==> config.mk <==
export PLATFORM = sky130hd
export DESIGN_NAME = inverse_time_rate_decay_flat
export DESIGN_NICKNAME = d
export VERILOG_FILES = /design/src/rtl/itrd_pkg.sv /design/src/rtl/itrd_in_if.sv /design/src/rtl/itrd_out_if.sv /design/src/rtl/itrd_cfg_if.sv /design/src/rtl/itrd_ctrl.sv /design/src/rtl/itrd_dpath.sv /design/src/rtl/inverse_time_rate_decay.sv /design/src/flat_wrapper.sv
export SDC_FILE = /design/constraint.sdc
export NUM_CORES = 2
export LEC_CHECK = 0
export BUFFER_PORTS_ARGS = -buffer_cell sky130_fd_sc_hd__clkbuf_2
export CAP_MARGIN = 10
export CORE_MARGIN = 5
export CORE_UTILIZATION = 40
export DETAILED_ROUTE_END_ITERATION = 6
export RECOVER_POWER = 50
export SLEW_MARGIN = 5
export SYNTH_ARGS = -nofsm -noshare
export SYNTH_HDL_FRONTEND = slang
export SYNTH_SLANG_ARGS = --single-unit
==> constraint.sdc <==
create_clock -name clk_i -period 12.3 [get_ports clk_i]
set_input_delay 2.46 -clock clk_i [delete_from_list [all_inputs] [get_ports clk_i]]
set_output_delay 2.46 -clock clk_i [all_outputs]
set_load 0.05 [all_outputs]
==> src/rtl/itrd_pkg.sv <==
// ============================================================================
// itrd_pkg: shared types and constants of the inverse-time rate scheduler
// Command codes, register indexes, fixed field widths, reset values and the
// command bundle that the controller drives into the datapath.
// ============================================================================
package itrd_pkg;

  // Fixed field widths.
  localparam int unsigned CmdW      = 2;
  localparam int unsigned CfgIdxW   = 3;
  localparam int unsigned DecayW    = 32;
  localparam int unsigned SampleInW = 32;
  localparam int unsigned EpochW    = 16;
  localparam int unsigned MulW      = 32;

  // Register reset values.
  localparam longint unsigned RstBaseRate    = 65536;
  localparam longint unsigned RstDecay       = 0;
  localparam longint unsigned RstMinImpr     = 1;
  localparam longint unsigned RstPatience    = 1;
  localparam longint unsigned RstInitError   = 6553600;
  localparam longint unsigned RstInitSamples = 0;
  localparam longint unsigned RstEpochLimit  = 0;
  localparam longint unsigned RstLimitEnable = 1;

  typedef enum logic [CmdW-1:0] {
    CMD_RESTART = 2'd0,
    CMD_EPOCH   = 2'd1,
    CMD_SAMPLES = 2'd2
  } cmd_e;

  typedef enum logic [CfgIdxW-1:0] {
    REG_BASE_RATE      = 3'd0,
    REG_DECAY          = 3'd1,
    REG_MIN_IMPR       = 3'd2,
    REG_PATIENCE       = 3'd3,
    REG_INITIAL_ERROR  = 3'd4,
    REG_INITIAL_SAMPLE = 3'd5,
    REG_EPOCH_LIMIT    = 3'd6,
    REG_LIMIT_ENABLE   = 3'd7
  } reg_e;

  // Commands from the controller to the datapath.
  typedef struct packed {
    logic restart;     // reload schedule state
    logic epoch;       // apply an epoch-end item
    logic add;         // add the sample count (saturating)
    logic mul_lo;      // low word of samples times decay
    logic mul_hi;      // high word of samples times decay
    logic div_init;    // form the denominator and seed the divider
    logic div_step;    // one restoring division step
    logic div_finish;  // last step: write the new rate
    logic load_out;    // copy the current rate into the output register
  } dp_cmd_t;

endpackage

==> src/rtl/itrd_in_if.sv <==
// ============================================================================
// itrd_in_if: input item channel
// Valid/ready channel carrying one scheduler command and its operands.
// ============================================================================
interface itrd_in_if #(
  parameter int unsigned ERR_W = 24
);
  logic               valid;
  logic               ready;
  logic [1:0]         cmd;
  logic [ERR_W-1:0]   epoch_error;
  logic [31:0]        sample_count;

  modport source (output valid, output cmd, output epoch_error, output sample_count,
                  input ready);
  modport sink   (input valid, input cmd, input epoch_error, input sample_count,
                  output ready);
endinterface

==> src/rtl/itrd_out_if.sv <==
// ============================================================================
// itrd_out_if: result channel
// Valid/ready channel carrying the current rate and the stopped flag.
// ============================================================================
interface itrd_out_if #(
  parameter int unsigned ERR_W = 24
);
  logic             valid;
  logic             ready;
  logic [ERR_W-1:0] rate;
  logic             stopped;

  modport source (output valid, output rate, output stopped, input ready);
  modport sink   (input valid, input rate, input stopped, output ready);
endinterface

==> src/rtl/itrd_cfg_if.sv <==
// ============================================================================
// itrd_cfg_if: configuration write channel
// Valid/ready channel carrying a register index and the data to write.
// ============================================================================
interface itrd_cfg_if #(
  parameter int unsigned DATA_W = 48
);
  logic              valid;
  logic              ready;
  logic [2:0]        index;
  logic [DATA_W-1:0] data;

  modport source (output valid, output index, output data, input ready);
  modport sink   (input valid, input index, input data, output ready);
endinterface

==> src/rtl/itrd_ctrl.sv <==
// ============================================================================
// itrd_ctrl: sequencing controller
// Accepts items, steps the datapath through the multiply and divide
// sequence of a samples item, and owns the result valid flag.
// ============================================================================
module itrd_ctrl #(
  parameter int unsigned ERR_W = 24
) (
  input  logic              clk_i,
  input  logic              rst_ni,
  input  logic              in_valid_i,
  input  logic [1:0]        in_cmd_i,
  output logic              in_ready_o,
  input  logic              out_ready_i,
  output logic              out_valid_o,
  output itrd_pkg::dp_cmd_t dp_cmd_o
);
  import itrd_pkg::*;

  localparam int unsigned CntW = $clog2(ERR_W);
  localparam logic [CntW-1:0] LastStep = CntW'(ERR_W - 1);

  typedef enum logic [2:0] {
    ST_IDLE,
    ST_MUL_LO,
    ST_MUL_HI,
    ST_TOP,
    ST_DIV,
    ST_RESP
  } state_e;

  state_e          state_q, state_d;
  logic [CntW-1:0] cnt_q, cnt_d;
  logic            out_valid_q, out_valid_d;
  logic            accept;
  logic            out_free;

  assign accept     = in_valid_i && (state_q == ST_IDLE);
  assign out_free   = !out_valid_q || out_ready_i;
  assign in_ready_o = (state_q == ST_IDLE);
  assign out_valid_o = out_valid_q;

  always_comb begin
    dp_cmd_o            = '0;
    dp_cmd_o.restart    = accept && (in_cmd_i == CMD_RESTART);
    dp_cmd_o.epoch      = accept && (in_cmd_i == CMD_EPOCH);
    dp_cmd_o.add        = accept && (in_cmd_i == CMD_SAMPLES);
    dp_cmd_o.mul_lo     = (state_q == ST_MUL_LO);
    dp_cmd_o.mul_hi     = (state_q == ST_MUL_HI);
    dp_cmd_o.div_init   = (state_q == ST_TOP);
    dp_cmd_o.div_step   = (state_q == ST_DIV);
    dp_cmd_o.div_finish = (state_q == ST_DIV) && (cnt_q == LastStep);
    dp_cmd_o.load_out   = (state_q == ST_RESP) && out_free;
  end

  always_comb begin
    state_d     = state_q;
    cnt_d       = cnt_q;
    out_valid_d = out_valid_q && !out_ready_i;
    case (state_q)
      ST_IDLE: begin
        if (accept) begin
          state_d = (in_cmd_i == CMD_SAMPLES) ? ST_MUL_LO : ST_RESP;
        end
      end
      ST_MUL_LO: state_d = ST_MUL_HI;
      ST_MUL_HI: state_d = ST_TOP;
      ST_TOP: begin
        state_d = ST_DIV;
        cnt_d   = '0;
      end
      ST_DIV: begin
        cnt_d = cnt_q + CntW'(1);
        if (cnt_q == LastStep) begin
          state_d = ST_RESP;
        end
      end
      ST_RESP: begin
        if (out_free) begin
          out_valid_d = 1'b1;
          state_d     = ST_IDLE;
        end
      end
      default: state_d = ST_IDLE;
    endcase
  end

  always_ff @(posedge clk_i or negedge rst_ni) begin
    if (!rst_ni) begin
      state_q     <= ST_IDLE;
      cnt_q       <= '0;
      out_valid_q <= 1'b0;
    end else begin
      state_q     <= state_d;
      cnt_q       <= cnt_d;
      out_valid_q <= out_valid_d;
    end
  end

endmodule

==> src/rtl/itrd_dpath.sv <==
// ============================================================================
// itrd_dpath: scheduler datapath
// Configuration registers, schedule state, a shared 32x32 multiplier and a
// one-bit-per-cycle restoring divider for the decayed rate.
// ============================================================================
module itrd_dpath #(
  parameter int unsigned ERR_W = 24,
  parameter int unsigned SMP_W = 48
) (
  input  logic                       clk_i,
  input  logic                       rst_ni,
  input  itrd_pkg::dp_cmd_t          dp_cmd_i,
  input  logic                       cfg_we_i,
  input  logic [itrd_pkg::CfgIdxW-1:0] cfg_index_i,
  input  logic [SMP_W-1:0]           cfg_data_i,
  input  logic [ERR_W-1:0]           epoch_error_i,
  input  logic [itrd_pkg::SampleInW-1:0] sample_count_i,
  output logic [ERR_W-1:0]           rate_o
);
  import itrd_pkg::*;

  localparam int unsigned NumW = ERR_W + 32;
  localparam int unsigned TopW = 2 * MulW + 1;

  // Configuration registers.
  logic [ERR_W-1:0]  base_rate_q, min_impr_q, init_error_q;
  logic [DecayW-1:0] decay_q;
  logic [EpochW-1:0] patience_q, epoch_limit_q;
  logic [SMP_W-1:0]  init_samples_q;
  logic              limit_en_q;

  // Schedule state.
  logic [ERR_W-1:0]  cur_rate_q, best_error_q;
  logic [EpochW-1:0] epoch_num_q, stall_cnt_q;
  logic [SMP_W-1:0]  samples_q;

  // Arithmetic registers.
  logic [2*MulW-1:0] p0_q, p1_q;
  logic [NumW-1:0]   den_q, rem_q;
  logic [ERR_W-1:0]  quo_q, rate_q;
  logic              zero_q;

  logic                    limit_hit, stalled;
  logic signed [ERR_W+1:0] diff;
  logic [EpochW-1:0]       stall_inc, epoch_inc;
  logic [ERR_W-1:0]        restart_rate;
  logic [SMP_W:0]          samp_sum;
  logic [SMP_W-1:0]        samp_sat;
  logic [MulW-1:0]         mul_a;
  logic [2*MulW-1:0]       mul_p;
  logic [TopW-1:0]         top;
  logic                    ovf;
  logic [NumW-1:0]         num;
  logic [NumW:0]           shifted, trial;
  logic [NumW-1:0]         rem_d;
  logic [ERR_W-1:0]        quo_d;

  // Epoch-end evaluation.
  always_comb begin
    limit_hit = limit_en_q && (epoch_num_q >= epoch_limit_q);
    diff      = $signed({2'b00, best_error_q}) - $signed({2'b00, epoch_error_i});
    stalled   = diff < $signed({2'b00, min_impr_q});
    stall_inc = (stall_cnt_q == '1) ? stall_cnt_q : stall_cnt_q + EpochW'(1);
    epoch_inc = (epoch_num_q == '1) ? epoch_num_q : epoch_num_q + EpochW'(1);
    restart_rate = (limit_en_q && (epoch_limit_q == '0)) ? '0 : base_rate_q;
  end

  // Saturating sample count.
  assign samp_sum = (SMP_W+1)'(samples_q) + (SMP_W+1)'(sample_count_i);
  assign samp_sat = samp_sum[SMP_W] ? '1 : samp_sum[SMP_W-1:0];

  // Shared multiplier: low word, then high word, of samples times decay.
  assign mul_a = dp_cmd_i.mul_hi ? MulW'(samples_q >> MulW) : samples_q[MulW-1:0];
  assign mul_p = mul_a * decay_q;

  // Denominator bits 32 and up; past the error width the rate is zero.
  assign top = TopW'(p0_q[2*MulW-1:MulW]) + TopW'(p1_q) + TopW'(1);
  assign ovf = |top[TopW-1:ERR_W];
  assign num = {base_rate_q, 32'b0};

  // Restoring division step.
  always_comb begin
    shifted = {rem_q, quo_q[ERR_W-1]};
    trial   = shifted - {1'b0, den_q};
    if (!trial[NumW]) begin
      rem_d = trial[NumW-1:0];
      quo_d = {quo_q[ERR_W-2:0], 1'b1};
    end else begin
      rem_d = shifted[NumW-1:0];
      quo_d = {quo_q[ERR_W-2:0], 1'b0};
    end
  end

  always_ff @(posedge clk_i or negedge rst_ni) begin
    if (!rst_ni) begin
      base_rate_q    <= ERR_W'(RstBaseRate);
      decay_q        <= DecayW'(RstDecay);
      min_impr_q     <= ERR_W'(RstMinImpr);
      patience_q     <= EpochW'(RstPatience);
      init_error_q   <= ERR_W'(RstInitError);
      init_samples_q <= SMP_W'(RstInitSamples);
      epoch_limit_q  <= EpochW'(RstEpochLimit);
      limit_en_q     <= 1'(RstLimitEnable);
      cur_rate_q     <= '0;
      best_error_q   <= ERR_W'(RstInitError);
      epoch_num_q    <= EpochW'(1);
      stall_cnt_q    <= '0;
      samples_q      <= SMP_W'(RstInitSamples);
    end else begin
      if (cfg_we_i) begin
        case (reg_e'(cfg_index_i))
          REG_BASE_RATE:      base_rate_q    <= cfg_data_i[ERR_W-1:0];
          REG_DECAY:          decay_q        <= cfg_data_i[DecayW-1:0];
          REG_MIN_IMPR:       min_impr_q     <= cfg_data_i[ERR_W-1:0];
          REG_PATIENCE:       patience_q     <= cfg_data_i[EpochW-1:0];
          REG_INITIAL_ERROR:  init_error_q   <= cfg_data_i[ERR_W-1:0];
          REG_INITIAL_SAMPLE: init_samples_q <= cfg_data_i;
          REG_EPOCH_LIMIT:    epoch_limit_q  <= cfg_data_i[EpochW-1:0];
          REG_LIMIT_ENABLE:   limit_en_q     <= cfg_data_i[0];
          default: ;
        endcase
      end
      if (dp_cmd_i.restart) begin
        cur_rate_q   <= restart_rate;
        best_error_q <= init_error_q;
        epoch_num_q  <= EpochW'(1);
        stall_cnt_q  <= '0;
        samples_q    <= init_samples_q;
      end
      if (dp_cmd_i.epoch) begin
        if (limit_hit) begin
          cur_rate_q <= '0;
        end else begin
          if (epoch_error_i < best_error_q) begin
            best_error_q <= epoch_error_i;
          end
          if (stalled) begin
            stall_cnt_q <= stall_inc;
            if (stall_inc >= patience_q) begin
              cur_rate_q <= '0;
            end
          end else begin
            stall_cnt_q <= '0;
          end
          epoch_num_q <= epoch_inc;
        end
      end
      if (dp_cmd_i.add) begin
        samples_q <= samp_sat;
      end
      if (dp_cmd_i.div_finish) begin
        cur_rate_q <= zero_q ? '0 : quo_d;
      end
    end
  end

  always_ff @(posedge clk_i) begin
    if (dp_cmd_i.mul_lo) begin
      p0_q <= mul_p;
    end
    if (dp_cmd_i.mul_hi) begin
      p1_q <= mul_p;
    end
    if (dp_cmd_i.div_init) begin
      den_q  <= {top[ERR_W-1:0], p0_q[MulW-1:0]};
      zero_q <= ovf;
      rem_q  <= NumW'(num[NumW-1:ERR_W]);
      quo_q  <= num[ERR_W-1:0];
    end else if (dp_cmd_i.div_step) begin
      rem_q <= rem_d;
      quo_q <= quo_d;
    end
    if (dp_cmd_i.load_out) begin
      rate_q <= cur_rate_q;
    end
  end

  assign rate_o = rate_q;

endmodule

==> src/rtl/inverse_time_rate_decay.sv <==
// ============================================================================
// inverse_time_rate_decay: inverse-time learning-rate scheduler
// Learning-rate schedule for an on-chip trainer with inverse-time decay
// over trained samples, an epoch limit and early stopping on stalled error.
// ============================================================================
//
// Channel   Dir  Payload                                Transfer when
// in_i      in   cmd, epoch_error, sample_count         valid && ready
// out_o     out  rate, stopped                          valid && ready
// cfg_i     in   index, data                            valid && ready
//
// A restart, epoch-end or unused command goes from acceptance straight to the
// result state; a samples command first runs the multiplies and the divider.
// Reset loads the configuration and the schedule state with a zero current rate.
// One item is in flight at a time; a new item is accepted while a finished
// result waits in the output register, and the next result stalls behind it.
// Configuration writes are accepted in every cycle.
//
module inverse_time_rate_decay #(
  parameter int unsigned ERROR_WIDTH        = 24,
  parameter int unsigned SAMPLE_COUNT_WIDTH = 48
) (
  input logic        clk_i,
  input logic        rst_ni,
  itrd_in_if.sink    in_i,
  itrd_out_if.source out_o,
  itrd_cfg_if.sink   cfg_i
);
  import itrd_pkg::*;

  dp_cmd_t          dp_cmd;
  logic [ERROR_WIDTH-1:0] rate;

  // Configuration registers never back-pressure; the write lands in the
  // datapath at the transfer edge.
  assign cfg_i.ready = 1'b1;

  // The controller sequences the datapath: restart, epoch-end and the
  // saturating sample add happen at the acceptance edge; a samples item then
  // runs two multiplies, the denominator build and the division.
  itrd_ctrl #(
    .ERR_W (ERROR_WIDTH)
  ) u_ctrl (
    .clk_i       (clk_i),
    .rst_ni      (rst_ni),
    .in_valid_i  (in_i.valid),
    .in_cmd_i    (in_i.cmd),
    .in_ready_o  (in_i.ready),
    .out_ready_i (out_o.ready),
    .out_valid_o (out_o.valid),
    .dp_cmd_o    (dp_cmd)
  );

  // The datapath holds the registers, the schedule state and the
  // arithmetic; the output rate register is loaded when the result slot
  // is free.
  itrd_dpath #(
    .ERR_W (ERROR_WIDTH),
    .SMP_W (SAMPLE_COUNT_WIDTH)
  ) u_dpath (
    .clk_i          (clk_i),
    .rst_ni         (rst_ni),
    .dp_cmd_i       (dp_cmd),
    .cfg_we_i       (cfg_i.valid),
    .cfg_index_i    (cfg_i.index),
    .cfg_data_i     (cfg_i.data),
    .epoch_error_i  (in_i.epoch_error),
    .sample_count_i (in_i.sample_count),
    .rate_o         (rate)
  );

  // A zero rate means training has stopped.
  assign out_o.rate    = rate;
  assign out_o.stopped = (rate == '0);

  // The output register is never overwritten while it holds a result that
  // has not been taken.
  assert property (@(posedge clk_i) disable iff (!rst_ni)
    dp_cmd.load_out |-> (!out_o.valid || out_o.ready))
    else $error("result register overwritten before transfer");

  // The divider never runs while a new item could be accepted.
  assert property (@(posedge clk_i) disable iff (!rst_ni)
    dp_cmd.div_step |-> !in_i.ready)
    else $error("input accepted while the divider is busy");

  // An accepted samples item starts the multiply sequence next cycle.
  assert property (@(posedge clk_i) disable iff (!rst_ni)
    (in_i.valid && in_i.ready && (in_i.cmd == CMD_SAMPLES)) |=> dp_cmd.mul_lo)
    else $error("samples item did not start the multiply");

  // The final division step is followed by the result hand-off, not by
  // acceptance of another item.
  assert property (@(posedge clk_i) disable iff (!rst_ni)
    dp_cmd.div_finish |=> !in_i.ready)
    else $error("new item accepted before the rate was delivered");

endmodule
==> src/flat_wrapper.sv <==
// flat-port wrapper written by rule: the top's interface ports become plain ports
module inverse_time_rate_decay_flat import itrd_pkg::*;
#(
  parameter int unsigned ERROR_WIDTH        = 24,
  parameter int unsigned SAMPLE_COUNT_WIDTH = 48
)
  (clk_i, rst_ni, in_i_valid, in_i_cmd, in_i_epoch_error, in_i_sample_count, in_i_ready, out_o_valid, out_o_rate, out_o_stopped, out_o_ready, cfg_i_valid, cfg_i_index, cfg_i_data, cfg_i_ready);
  itrd_in_if in_i_i ();
  itrd_out_if out_o_i ();
  itrd_cfg_if cfg_i_i ();
  input logic clk_i;
  input logic rst_ni;
  input wire logic [$bits(in_i_i.valid)-1:0] in_i_valid;
  input wire logic [$bits(in_i_i.cmd)-1:0] in_i_cmd;
  input wire logic [$bits(in_i_i.epoch_error)-1:0] in_i_epoch_error;
  input wire logic [$bits(in_i_i.sample_count)-1:0] in_i_sample_count;
  output wire logic [$bits(in_i_i.ready)-1:0] in_i_ready;
  output wire logic [$bits(out_o_i.valid)-1:0] out_o_valid;
  output wire logic [$bits(out_o_i.rate)-1:0] out_o_rate;
  output wire logic [$bits(out_o_i.stopped)-1:0] out_o_stopped;
  input wire logic [$bits(out_o_i.ready)-1:0] out_o_ready;
  input wire logic [$bits(cfg_i_i.valid)-1:0] cfg_i_valid;
  input wire logic [$bits(cfg_i_i.index)-1:0] cfg_i_index;
  input wire logic [$bits(cfg_i_i.data)-1:0] cfg_i_data;
  output wire logic [$bits(cfg_i_i.ready)-1:0] cfg_i_ready;
  assign in_i_i.valid = in_i_valid;
  assign in_i_i.cmd = in_i_cmd;
  assign in_i_i.epoch_error = in_i_epoch_error;
  assign in_i_i.sample_count = in_i_sample_count;
  assign in_i_ready = in_i_i.ready;
  assign out_o_valid = out_o_i.valid;
  assign out_o_rate = out_o_i.rate;
  assign out_o_stopped = out_o_i.stopped;
  assign out_o_i.ready = out_o_ready;
  assign cfg_i_i.valid = cfg_i_valid;
  assign cfg_i_i.index = cfg_i_index;
  assign cfg_i_i.data = cfg_i_data;
  assign cfg_i_ready = cfg_i_i.ready;
  inverse_time_rate_decay #(.ERROR_WIDTH(ERROR_WIDTH), .SAMPLE_COUNT_WIDTH(SAMPLE_COUNT_WIDTH)) u_core (.clk_i(clk_i), .rst_ni(rst_ni), .in_i(in_i_i), .out_o(out_o_i), .cfg_i(cfg_i_i));
endmodule
---- Word-level counts from Yosys, hierarchy flattened ----
Index checks and enable logic that the tools add are counted.
storage, ports and cells
  register bits after elaboration ......... 611
  bits of input ports ..................... 114
  output and inout port bits .............. 28
  logic and storage cells ................. 124
operators by class
  add/sub/neg operators ................... 8
  multipliers ............................. 1
  magnitude comparators ................... 4
  equal/unequal tests ..................... 21
  mux-type cells .......................... 37
  reduce and logical (&&, ||, !) cells .... 29
operator list
  kind                                           number
  2-to-1 mux 24 bit                              12
  2-to-1 mux 16 bit                              9
  2-to-1 mux 48 bit                              3
  2-to-1 mux 32 bit                              3
  adder 32 x 64 -> 65 bit                        1
  adder 65 x 1 -> 65 bit, second input constant  1
  multiplier 32 x 32 -> 64 bit                   1
  subtractor 57 x 56 -> 57 bit                   1
  2-to-1 mux 56 bit                              1
  adder 48 x 32 -> 49 bit                        1
  OR reduction 41 bit                            1
  adder 16 x 1 -> 16 bit, second input constant  2
  == test 16 bit, second input constant          2
  greater-or-equal comparator 16 bit             2
  less-than comparator 25 bit                    1
  subtractor 24 x 24 -> 25 bit                   1
  logical NOT 24 bit                             1
  less-than comparator 24 bit                    1
  == test 3 bit, second input constant           6
  case mux 3 bit (6 select lines)                1
  logical NOT 16 bit                             1
  AND reduction 2 bit                            8
  == test 3 x 2 -> 1 bit, second input constant  4
  2-to-1 mux 3 bit                               4
  other kinds (17)                               32

---- Logic depth before layout (Yosys ltp) ----
  depth in word-level cells ............... 9
  gate-level depth with buffers ........... 35
  depth with buffers taken out ............ 32

---- Modules after synthesis ----
Synthesis repeated with hierarchy kept, for this count alone.
unflattened totals
  cell total of the unflattened synthesis .. 6,898
  area total of the unflattened synthesis .. 66,985.5 um2
by module, submodules not included
  module                   instances  cells an instance  area each (um2)  seq. area each (um2)
  itrd_dpath               1          6,835              66,406.2         15,964.1
  itrd_ctrl                1          52                 510.5            225.2
  inverse_time_rate_decay  1          11                 68.8             0.0

---- Worst setup path after synthesis ----
No wires, ideal clock.
  kind .................................... reg2reg
  start ................................... register u_core.u_ctrl.state_q[1]
  end ..................................... register u_core.u_dpath.p0_q[48] (data pin)
  setup time .............................. 263 ps
  data arrival time ....................... 10,786 ps
  data required time ...................... 12,037 ps
  path slack .............................. 1,251 ps
  cell stages (with the launch flop) ...... 31
  path buffers ............................ 3
  clock period less this slack ............ 11,049 ps
  path through ............................ dfrtp_1 > clkbuf_1 > nor3b_1 > clkbuf_1 > nor2b_1 > clkbuf_1 > and2_1 > fa_1 > inv_1 > fa_1 > fa_1 > fa_1 > inv_1 > fa_1 > inv_1 > fa_1 > inv_1 > fa_1 > fa_1 > ha_1 > and3_1 > nand2_1 > or3_1 > nor4_2 > o31ai_2 > o32ai_4 > nor4_1 > o41a_1 > o41ai_1 > a21oi_1 > xnor2_1
on the way
  word-level cells in the longest chain between the ends .. 3
RTL lines
  item                                RTL line           RTL
  start, declared                     itrd_ctrl.sv:32    state_e state_q, state_d;
  start signal, assigned              itrd_ctrl.sv:94    state_q <= state_d;
  == test 3 x 2 -> 1 bit              itrd_ctrl.sv:49    dp_cmd_o.mul_hi = (state_q == ST_MUL_HI);
  2-to-1 mux 32 bit                   itrd_dpath.sv:73   assign mul_a = dp_cmd_i.mul_hi ? MulW'(samples_q >> MulW) : samples_q[MulW-1:0];
  multiplier 32 x 32 -> 64 bit        itrd_dpath.sv:74   assign mul_p = mul_a * decay_q;
  named net u_core.u_dpath.mul_p[48]  itrd_dpath.sv:50   logic [2*MulW-1:0] mul_p;
  end signal, assigned                itrd_dpath.sv:159  p0_q <= mul_p;
  end, declared                       itrd_dpath.sv:38   logic [2*MulW-1:0] p0_q, p1_q;
The timed path passes the listed nets, and every way through them passes these cells.
A chain may end at the register's enable or synchronous reset.

---- Worst setup path in the final report ----
  start ................................... register u_core.u_ctrl.state_q[2]
  end ..................................... register u_core.u_dpath.p0_q[58] (data pin)
Same word-level chain as after synthesis.

==> results.toml <==
[logic_synthesis]
synth.avg_cell_area_um2 = 9.75
synth_warnings = 0
async_reset_ff_frac = 0.527
synth_area_leaders = "fa_1 (27%), dfrtp_1 (12%), edfxtp_1 (10%)"
yosysUniqueCellTypes = 90
syn-num-nets = 8326
seq_area_frac_synth = 0.243
synth_enable_flop_cells = 233
ys_ff_latch = 611
syn_inst = 6847
synth_top_cell_area_share = 0.270
yosys.area.top_type = "fa_1"
synth_ff_type = "dfrtp_1"
synth_area_mm2 = 0.0667

[finish]
postLayoutCoreUtil = 0.433
final_net_count = 8276
syn_to_final_growth_pct = 7.99
drive_above_1_share = 0.0811

[timing]
rsz0062_at_grt = "false"
slew_headroom = -2.46
finClkSkew_ns = 0.0453
final-hold-violation-count = 0
period_needed_ns = 10.93
worstMarginPinSlew_ns = 5.19
period_share = 0.888
final.setup.tns_ns = 0
maxClockFrequency_ghz = 0.0915
final-max-slew-violation-count = 709
setup_violations = 0

[floorplanning]
die_h_um = 418
core_mm2 = 0.166
die-area_mm2 = 0.175
io_pins = 142
start_util = 0.401
die_width_um = 418
rows = 150

[placement]
dp_hpwl_um = 144000
gp_congestion = 0.885
port_buffers = 140

[route]
finalWirelength_um = 190000
vias = 49000
drcViolationCount = 0
first_pass_iters = 5
post_drt_wl_per_cell_um = 21.0
via_per_inst = 5.41
drt-initial-drc-count = 3389
ant_nets = 0

[setup_path]
cp-start-kind = "register"
cpMaxStageDelayCell = "nor3b_1"
path_class = "reg2reg"
cp-end-kind = "register"
arrival_ns = 11.34
cpMostUsedCell = "fa_1"
crit_fanout = 32
required_ns = 12.71
max_stage_delay_ns = 1.15

[run_status]
status = "finished, violations left"
violations = "capacitance limit, slew limit"

[clocking]
postCtsHoldBufs = 0
cts_resized = 0
clkLatencyLatePin_ns = 0.69
cts_max_level = 3
cts_buffer_depth = 3
postCtsSetupBuffers = 0
clock-root-buffer = "clkbuf_16"
cts_sinks = 611
cts_tree = "yes"
cts.clk_slew.worst_paths_ns = 0.06
numCtsBuffers = 72

[global_route]
grt_max_degree = 97
antenna_found_initial = 12
grt_use_total = 0.217
grt_pass1_vias = 50600
grt-ovfl-total = 0
grt_pass1_wl_um = 297000

[run]
cap_viol_max_count = 13

[min_path]
min_path_type = "reg2reg"
## per-stage QoR
stage / hold WS [ns] / worst slack (ns) / instances / cell area [um^2]
2_1_floorplan: 0.400 / 1.25 / 6847 / 66700
3_3_place_gp: 0.400 / 2.00 / 8927 / 69600
3_5_place_dp: 0.406 / 1.92 / 8927 / 69600
4_1_cts: 0.402 / 1.90 / 9061 / 72200
5_1_grt: 0.409 / 0.816 / 9061 / 72100
6_report: 0.390 / 1.37 / 9067 / 72100
## layout make-up
cell class              instances  area (um^2)
repair buffers                218         1220
inverters                    1056         3960
fillers                     16000        94400
multi-input cells            4838        45400
diodes                          6         15.0
clock inverters                42          591
flip-flops and latches        611        16200
well taps                    2204         2760
clock buffers                  92         1970
## placed cells by master, fill, tap and decap left out, types with 43 or more instances in the layout
master     instances
nand4_1           58
xnor2_1          133
dfrtp_1          306
fa_1             900
mux2i_1          101
inv_1           1055
a21o_1           124
buf_4             63
nor2_1           191
edfxtp_1         233
nand3_1           94
clkbuf_2         135
and2_1           628
o21ai_1          113
nand2_1          700
and3_1            43
o21ai_0          141
nor3_1            51
mux2_2           180
xor2_1            67
dfxtp_1           56
clkbuf_16         74
a21oi_1          273
a22o_1            64
ha_1             465
## layer usage
| layer | GRT usage | routed length (um) |
|---|---|---|
| met5 | 0 | 0 |
| met4 | 0.0762 | 7160 |
| met3 | 0.0269 | 9280 |
| met2 | 0.362 | 91000 |
| met1 | 0.293 | 82800 |
## flip-flops by register name (all words and copies together), names as in the netlist, 16 cells and up
register / flops
u_core.u_dpath.base_rate_q: 24
u_core.u_dpath.best_error_q: 24
u_core.u_dpath.cur_rate_q: 24
u_core.u_dpath.decay_q: 32
u_core.u_dpath.den_q: 56
u_core.u_dpath.epoch_limit_q: 16
u_core.u_dpath.epoch_num_q: 16
u_core.u_dpath.init_error_q: 24
u_core.u_dpath.init_samples_q: 48
u_core.u_dpath.min_impr_q: 24
u_core.u_dpath.p0_q: 64
u_core.u_dpath.p1_q: 64
u_core.u_dpath.patience_q: 16
u_core.u_dpath.quo_q: 24
u_core.u_dpath.rate_o: 24
u_core.u_dpath.rem_q: 56
u_core.u_dpath.samples_q: 48
u_core.u_dpath.stall_cnt_q: 16
## cells by family (layout without fill, tap and decap cells)
logic type | after synthesis | in the layout | synth area share
adders and majority gates | 1365 | 1365 | 0.357
muxes | 282 | 282 | 0.0457
buffers and inverters | 1398 | 1408 | 0.0791
xor gates and xnor gates | 201 | 201 | 0.0264
other | 1 | 7 | 0.0000562
DFF | 611 | 611 | 0.243
AOI/OAI and AO/OA | 1051 | 1051 | 0.103
and+or+nand+nor | 1938 | 1938 | 0.146
## worst paths after layout
kind | startpoint | slack (ns) | cells past startpoint | to
max | u_core.u_ctrl.state_q[2]$_DFFE_PN0P_ | 1.37 | 28 | u_core.u_dpath.p0_q[58]$_DFFE_PP_
min | u_core.u_dpath.p0_q[19]$_DFFE_PP_ | 0.39 | 0 | u_core.u_dpath.den_q[19]$_DFFE_PP_
max reg2reg | u_core.u_ctrl.state_q[2]$_DFFE_PN0P_ | 1.37 | 28 | u_core.u_dpath.p0_q[58]$_DFFE_PP_
min reg2reg | u_core.u_dpath.p0_q[19]$_DFFE_PP_ | 0.39 | 0 | u_core.u_dpath.den_q[19]$_DFFE_PP_
max in group asynchronous | rst_ni | 2.95 | 3 | u_core.u_dpath.decay_q[15]$_DFFE_PN0P_
min in group asynchronous | rst_ni | 3.64 | 1 | u_core.u_dpath.stall_cnt_q[13]$_DFF_PN0_
## critical path: cells and delay by family, from the launching register on
kind | cells | cell delay (ns)
fa+ha+maj | 9 | 4.32
compound gates | 8 | 2.44
simple gates | 4 | 2.03
mux | 1 | 0.64
buf+inv | 5 | 0.56
flops | 1 | 0.47
xor+xnor | 1 | 0.18
## Yosys cell counts (all sizes together), types with 8 or more instances
master,count
ha,465
a31oi,30
a21oi,273
o21a,28
or2,10
buf,16
nand2b,32
mux2i,101
dfstp,11
xnor2,133
nand3,94
dfxtp,56
o211ai,13
a21o,124
mux2,181
a22o,64
a211oi,25
or3,15
o21bai,34
nand2,701
and2,630
a21boi,14
nor3,51
a31o,8
edfxtp,233
o31ai,23
a311oi,11
and4,9
and3,43
xor2,68
clkbuf,326
nor4,23
nor2b,53
a32o,23
dfrtp,311
a41oi,11
a211o,8
inv,1054
nand4,58
o31a,8
nor3b,8
o22ai,42
fa,900
o21ai,257
nor2,194
Power is left out: the tool's default activity adds up to more than one toggle a clock period on the data nets, which glitch-free logic cannot reach.
